==> config.mk <==
export PLATFORM = sky130hd
export DESIGN_NAME = tce_exec
export DESIGN_NICKNAME = d
export VERILOG_FILES = /design/src/hw/rtl/tce_pkg.sv /design/src/hw/rtl/tce_exec.sv
export SDC_FILE = /design/constraint.sdc
export NUM_CORES = 1
export LEC_CHECK = 0
export BUFFER_PORTS_ARGS = -buffer_cell sky130_fd_sc_hd__buf_2
export CORE_MARGIN = 8
export CORE_UTILIZATION = 45
export DETAILED_ROUTE_END_ITERATION = 8
export PLACE_DENSITY = 0.77
export SETUP_SLACK_MARGIN = 0.5
export SYNTH_ARGS = -nofsm -noshare
export SYNTH_HDL_FRONTEND = slang
export SYNTH_SLANG_ARGS = --single-unit
export TNS_END_PERCENT = 10
==> constraint.sdc <==
create_clock -name vclk -period 6.7
set_input_delay 1.34 -clock vclk [all_inputs]
set_output_delay 1.34 -clock vclk [all_outputs]
set_load 0.005 [all_outputs]
==> src/hw/rtl/tce_pkg.sv <==
// Shared types and constants for the three-register execute core.
// Used by tce_exec, tce_ram users and the top level; no dependencies.
package tce_pkg;

    localparam int RAM_WORDS = 4096;   // power of two; addresses wrap
    localparam int RAM_AW    = $clog2(RAM_WORDS);
    localparam int WORD_W    = 16;

    localparam logic [7:0] OP_NOP   = 8'h00;
    localparam logic [7:0] OP_LDI_A = 8'h01;
    localparam logic [7:0] OP_LDI_B = 8'h02;
    localparam logic [7:0] OP_LDI_C = 8'h03;
    localparam logic [7:0] OP_LD_A  = 8'h04;
    localparam logic [7:0] OP_LD_B  = 8'h05;
    localparam logic [7:0] OP_LD_C  = 8'h06;
    localparam logic [7:0] OP_ST_A  = 8'h07;
    localparam logic [7:0] OP_ST_B  = 8'h08;
    localparam logic [7:0] OP_ST_C  = 8'h09;
    localparam logic [7:0] OP_ADD   = 8'h0a;
    localparam logic [7:0] OP_SUB   = 8'h0b;
    localparam logic [7:0] OP_AND   = 8'h0c;
    localparam logic [7:0] OP_OR    = 8'h0d;
    localparam logic [7:0] OP_NOT   = 8'h0e;
    localparam logic [7:0] OP_NOR   = 8'h0f;
    localparam logic [7:0] OP_NAND  = 8'h10;
    localparam logic [7:0] OP_JMP   = 8'h11;
    localparam logic [7:0] OP_JZ    = 8'h12;
    localparam logic [7:0] OP_JF2   = 8'h13;
    localparam logic [7:0] OP_XOR   = 8'h14;
    localparam logic [7:0] OP_HALT  = 8'h15;
    localparam logic [7:0] OP_INB   = 8'h16;
    localparam logic [7:0] OP_OUTB  = 8'h17;
    localparam logic [7:0] OP_JNZ   = 8'h18;
    localparam logic [7:0] OP_LSL   = 8'h19;
    localparam logic [7:0] OP_LSR   = 8'h1a;

    localparam logic [1:0] REG_A = 2'd0;
    localparam logic [1:0] REG_B = 2'd1;
    localparam logic [1:0] REG_C = 2'd2;
    localparam logic [7:0] SEL_MAX = 8'd2;

    typedef enum logic {
        PH_CLEAR,
        PH_RUN
    } phase_t;

    typedef struct packed {
        logic [2:0][WORD_W-1:0] regs;
        logic [WORD_W-1:0]      ip;
        logic [WORD_W-1:0]      out_latch;
        logic [WORD_W-1:0]      last_alu;
        logic                   zero_bit;
        logic                   stopped;
        logic                   faulted;
    } mach_state_t;

    typedef struct packed {
        logic              en;
        logic [RAM_AW-1:0] addr;
        logic [WORD_W-1:0] data;
    } ram_wr_t;

endpackage

==> src/hw/rtl/tce_exec.sv <==
// Combinational execute unit: one instruction against the machine state.
// Depends on tce_pkg.
module tce_exec (
    input  logic [7:0]                  opcode,
    input  logic [7:0]                  src_sel,
    input  logic [7:0]                  dst_sel,
    input  logic [15:0]                 imm,
    input  logic [15:0]                 in_bus,
    input  logic [15:0]                 ram_data,
    input  tce_pkg::mach_state_t        cur,
    output tce_pkg::mach_state_t        nxt,
    output tce_pkg::ram_wr_t            wr
);

    logic [15:0] x_val;
    logic [15:0] y_val;
    logic [15:0] alu_res;
    logic        sel_ok;
    logic        is_alu;
    logic        known;
    logic [15:0] ip_inc;

    assign sel_ok = (src_sel <= tce_pkg::SEL_MAX) && (dst_sel <= tce_pkg::SEL_MAX);
    assign x_val  = cur.regs[src_sel[1:0]];
    assign y_val  = cur.regs[dst_sel[1:0]];
    assign ip_inc = cur.ip + 16'd1;

    always_comb
    begin
        is_alu  = 1'b1;
        alu_res = '0;
        unique case (opcode)
            tce_pkg::OP_ADD:  alu_res = x_val + y_val;
            tce_pkg::OP_SUB:  alu_res = x_val - y_val;
            tce_pkg::OP_AND:  alu_res = x_val & y_val;
            tce_pkg::OP_OR:   alu_res = x_val | y_val;
            tce_pkg::OP_NOT:  alu_res = ~x_val | ~y_val;
            tce_pkg::OP_NOR:  alu_res = ~(x_val | y_val);
            tce_pkg::OP_NAND: alu_res = ~(x_val & y_val);
            tce_pkg::OP_XOR:  alu_res = x_val ^ y_val;
            tce_pkg::OP_LSL:  alu_res = {x_val[14:0], 1'b0} | {y_val[14:0], 1'b0};
            tce_pkg::OP_LSR:  alu_res = {1'b0, x_val[15:1]} | {1'b0, y_val[15:1]};
            default:          is_alu  = 1'b0;
        endcase
    end

    always_comb
    begin
        nxt     = cur;
        wr.en   = 1'b0;
        wr.addr = imm[tce_pkg::RAM_AW-1:0];
        wr.data = '0;
        known   = 1'b1;
        nxt.ip  = ip_inc;

        if (is_alu)
        begin
            if (sel_ok)
            begin
                nxt.regs[dst_sel[1:0]] = alu_res;
                nxt.last_alu           = alu_res;
                nxt.zero_bit           = (alu_res == 16'd0);
            end
        end
        else
        begin
            unique case (opcode)
                tce_pkg::OP_NOP: ;
                tce_pkg::OP_LDI_A: nxt.regs[tce_pkg::REG_A] = imm;
                tce_pkg::OP_LDI_B: nxt.regs[tce_pkg::REG_B] = imm;
                tce_pkg::OP_LDI_C: nxt.regs[tce_pkg::REG_C] = imm;
                tce_pkg::OP_LD_A:  nxt.regs[tce_pkg::REG_A] = ram_data;
                tce_pkg::OP_LD_B:  nxt.regs[tce_pkg::REG_B] = ram_data;
                tce_pkg::OP_LD_C:  nxt.regs[tce_pkg::REG_C] = ram_data;
                tce_pkg::OP_ST_A:
                begin
                    wr.en   = 1'b1;
                    wr.data = cur.regs[tce_pkg::REG_A];
                end
                tce_pkg::OP_ST_B:
                begin
                    wr.en   = 1'b1;
                    wr.data = cur.regs[tce_pkg::REG_B];
                end
                tce_pkg::OP_ST_C:
                begin
                    wr.en   = 1'b1;
                    wr.data = cur.regs[tce_pkg::REG_C];
                end
                tce_pkg::OP_JMP: nxt.ip = imm;
                tce_pkg::OP_JZ:
                begin
                    if (cur.zero_bit)
                    begin
                        nxt.ip = imm;
                    end
                end
                tce_pkg::OP_JF2: ;  // flag 2 never set
                tce_pkg::OP_HALT: nxt.stopped = 1'b1;
                tce_pkg::OP_INB:  nxt.regs[tce_pkg::REG_C] = in_bus;
                tce_pkg::OP_OUTB: nxt.out_latch = cur.regs[tce_pkg::REG_C];
                tce_pkg::OP_JNZ:
                begin
                    if (!cur.zero_bit)
                    begin
                        nxt.ip = imm;
                    end
                end
                default: known = 1'b0;
            endcase
        end

        if (!known)
        begin
            nxt         = cur;
            nxt.faulted = 1'b1;
            wr.en       = 1'b0;
        end

        // stopped or faulted machine ignores the beat
        if (cur.stopped || cur.faulted)
        begin
            nxt   = cur;
            wr.en = 1'b0;
        end
    end

endmodule

==> results.txt <==
- Most common cell after layout, fill and taps aside: sky130_fd_sc_hd__buf_2
- Layout area overhead: 37.7%
* Core Footprint: 0.0149 mm^2
- Antenna violations before repair: 0
- First DRT Iteration DRCs: 1405
- Row generation in the floorplan step produced 45 rows.
- In this run the mean area of a mapped cell was 6.42 um^2.
* Slew at the pin with the worst max-slew slack: 1200 ps
- Worst setup path startpoint: dst_sel[0]
- The tightest hold path in the finished design has a slack of 2930 ps.
- Hold Violations, Final: 0
- Remaining number of nets flagged by the antenna check after routing: 0
- After detailed routing, the number of vias per cell comes to 6.60.
* Global Route Usage Sum: 0.370
* First-pass iteration count of the detailed router: 8
- Startpoint type of the worst setup path: primary input
- For this run, design rule violations remaining after detail routing come to 0.
- For this block, the via count after detailed routing is 10400.
- The worst path in the final design needs a cycle of 6550 ps, including I/O delays and setup.
- Starting utilization of the core area: 0.453
- Overall Power: 675 uW
- HP Start: imm[1]
* Type of the worst setup path: in2out
- IR analysis of the VDD net gives a maximum drop of 0.0441 mV.
* Signal arrival time at the worst endpoint: 5210 ps
- Largest fanout on the critical path: 7
- Ranked by total cell area, the synthesized netlist is headed by sky130_fd_sc_hd__ha_1 9.1%, sky130_fd_sc_hd__a21oi_1 9.0%, sky130_fd_sc_hd__nand2_1 6.4%.
- Cell Area, Placed: 0.00898 mm^2
- Count of final setup violators: 0
- Across the whole layout, storage elements account for 0 um^2.
- In this run, post-CTS hold repair placed 0 buffers.
* Worst hold path type: in2out
* Kind of capture point of the worst setup path: primary output
- Height of the die: 139 um
- The worst pin sits at a relative slew slack of 0.200.
- Area of the mapped netlist: 0.00677 mm^2
- Leaving out fill and tap cells, the most frequent cells in the layout are 296 x sky130_fd_sc_hd__buf_2, 118 x sky130_fd_sc_hd__buf_4, 117 x sky130_fd_sc_hd__a21oi_1.
* Setup repair after global routing missed its margin: true
* Largest net degree at the start of global routing: 52
* GP Congestion: 1.16
* Endpoint with the worst hold slack: wr[17]
* Total of max-cap violations: 0
* Max Fclk: 0.153 GHz
- Synthesis produced a netlist whose cell count is 1054.
- The biggest area contributor in the post-synthesis netlist is sky130_fd_sc_hd__ha_1.
- In the final layout, the multi-input gates occupy 0.00634 mm^2.
- Design Area, Final: 0.00932 mm^2
- For this run, the post-layout net count is 1615.
* Final Max Slew Viols: 0
* Status: finished clean
- Dividing the final minimum period by the clock period gives 0.977.
- Of the cells placed in the final design, the portion with a size suffix greater than 1 is 0.362.
- Diodes inserted: 0
- Power Density: 72.5 mW/mm^2
- DIE AREA: 0.0192 mm^2
* Number of warning messages in the yosys log: 0
* Global-route wire length before repair: 57800 um
- Hold path depth: 2
- The count of buffers added on input and output ports is 299.
- Dividing the detail-routed wire length by the instance count gives 24.5 um.
- The number of global-route vias before repair came to 9910.
- During I/O placement, the number of pins put on the boundary was 299.
- For this run, the register share of the synthesized area comes to 0.
* Proportion of netlist area held by the largest area contributor: 0.0906
- Number of flip-flops and latches: 0
* Syn Nets: 1275
- Summed over all cells, the static leakage comes to 4.54 nW.
- The HPWL after detailed placement is 31700 um.
- Netlist cell types: 83
- Setup Total Neg Slack: 0 ps
- Number of fill cells in the layout: 1525
- Die outline width: 139 um
- Clock buffer count: 0
- Summed over all layers, the routed wires come to 38700 um.
- Req. time, crit path: 5360 ps
- Total congestion overflow: 0
## cell type report
class	count	area share
repair buffers	425	0.269
multi-input cells	905	0.681
inverters	62	0.0250
well taps	188	0.0252
## stage by stage
stage               std cells  setup WS (ps)   util
finish                   1580            153  0.624
global route             1580           -109  0.624
CTS                      1577            205  0.612
detailed placement       1572           21.7  0.602
global placement         1572           83.6  0.602
floorplan                1054            538      -
## power breakdown
part | switching, mW | internal [mW] | leakage [nW]
logic | 0.375 | 0.300 | 4.54
clock network | 0 | 0 | 0
registers | 0 | 0 | 0
## metal layers
layer | GRT usage | vias to the layer above | share of wire
li1 | - | 4629 | -
met1 | 0.452 | 4835 | 0.37
met2 | 0.602 | 828 | 0.45
met3 | 0.0976 | 139 | 0.14
met4 | 0.153 | 0 | 0.046
met5 | 0 | - | 0
## how the worst max path moves through the flow
stage / endpoint / slack, ps
floorplan: nxt[2] / 540
global placement: nxt[2] / 80
detailed placement: nxt[2] / 20
CTS: nxt[2] / 210
global route: nxt[2] / -110
finish: nxt[2] / 150
## cells in the mapped netlist (all sizes together), types with 6 or more instances
cell	number
xnor2	33
a222oi	21
inv	62
mux2i	43
nand2b	8
nor4	11
o211ai	6
a22o	20
o22ai	31
o2bb2ai	14
clkbuf	45
nor2b	9
o22a	13
o221ai	6
nor2	99
a221oi	13
o21ai	66
a221o	10
o21a	16
nand3	24
nand2	117
buf	42
nor3	20
or3	6
and3	7
mux2	20
a21oi	124
a22oi	32
ha	49
a31oi	8
## critical path: stages
cell and delay (ps):
sky130_fd_sc_hd__buf_6 100, sky130_fd_sc_hd__nor2b_1 120, sky130_fd_sc_hd__buf_4 170, sky130_fd_sc_hd__a21oi_4 160, sky130_fd_sc_hd__inv_2 60, sky130_fd_sc_hd__nor4_4 280, sky130_fd_sc_hd__buf_4 180, sky130_fd_sc_hd__nand3_4 70
sky130_fd_sc_hd__buf_6 140, sky130_fd_sc_hd__nor4_4 190, sky130_fd_sc_hd__nor2_1 80, sky130_fd_sc_hd__xnor2_1 130, sky130_fd_sc_hd__ha_1 320, sky130_fd_sc_hd__buf_6 150, sky130_fd_sc_hd__nand2b_4 50, sky130_fd_sc_hd__mux2i_1 70
sky130_fd_sc_hd__a22oi_1 170, sky130_fd_sc_hd__o221ai_1 160, sky130_fd_sc_hd__a311oi_2 360, sky130_fd_sc_hd__o31ai_4 150, sky130_fd_sc_hd__nor4b_2 300, sky130_fd_sc_hd__a31o_1 280, sky130_fd_sc_hd__buf_2 150
## cell families after synthesis
| group | after synthesis | share of synthesized area |
|---|---|---|
| adders and majority gates | 50 | 0.0936 |
| xor gates and xnor gates | 38 | 0.0492 |
| buffers and inverters | 149 | 0.101 |
| muxes | 63 | 0.0969 |
| and+or+nand+nor | 339 | 0.246 |
| AOI/OAI and AO/OA | 415 | 0.414 |
## timing repair
action | in CTS | in global routing
resized for setup | 27 | 33
pin swaps | 16 | 15
buffers inserted | 5 | 3
setup endpoints to repair | 27 | 31
No activity file was read; power rests on OpenSTA's default activity.
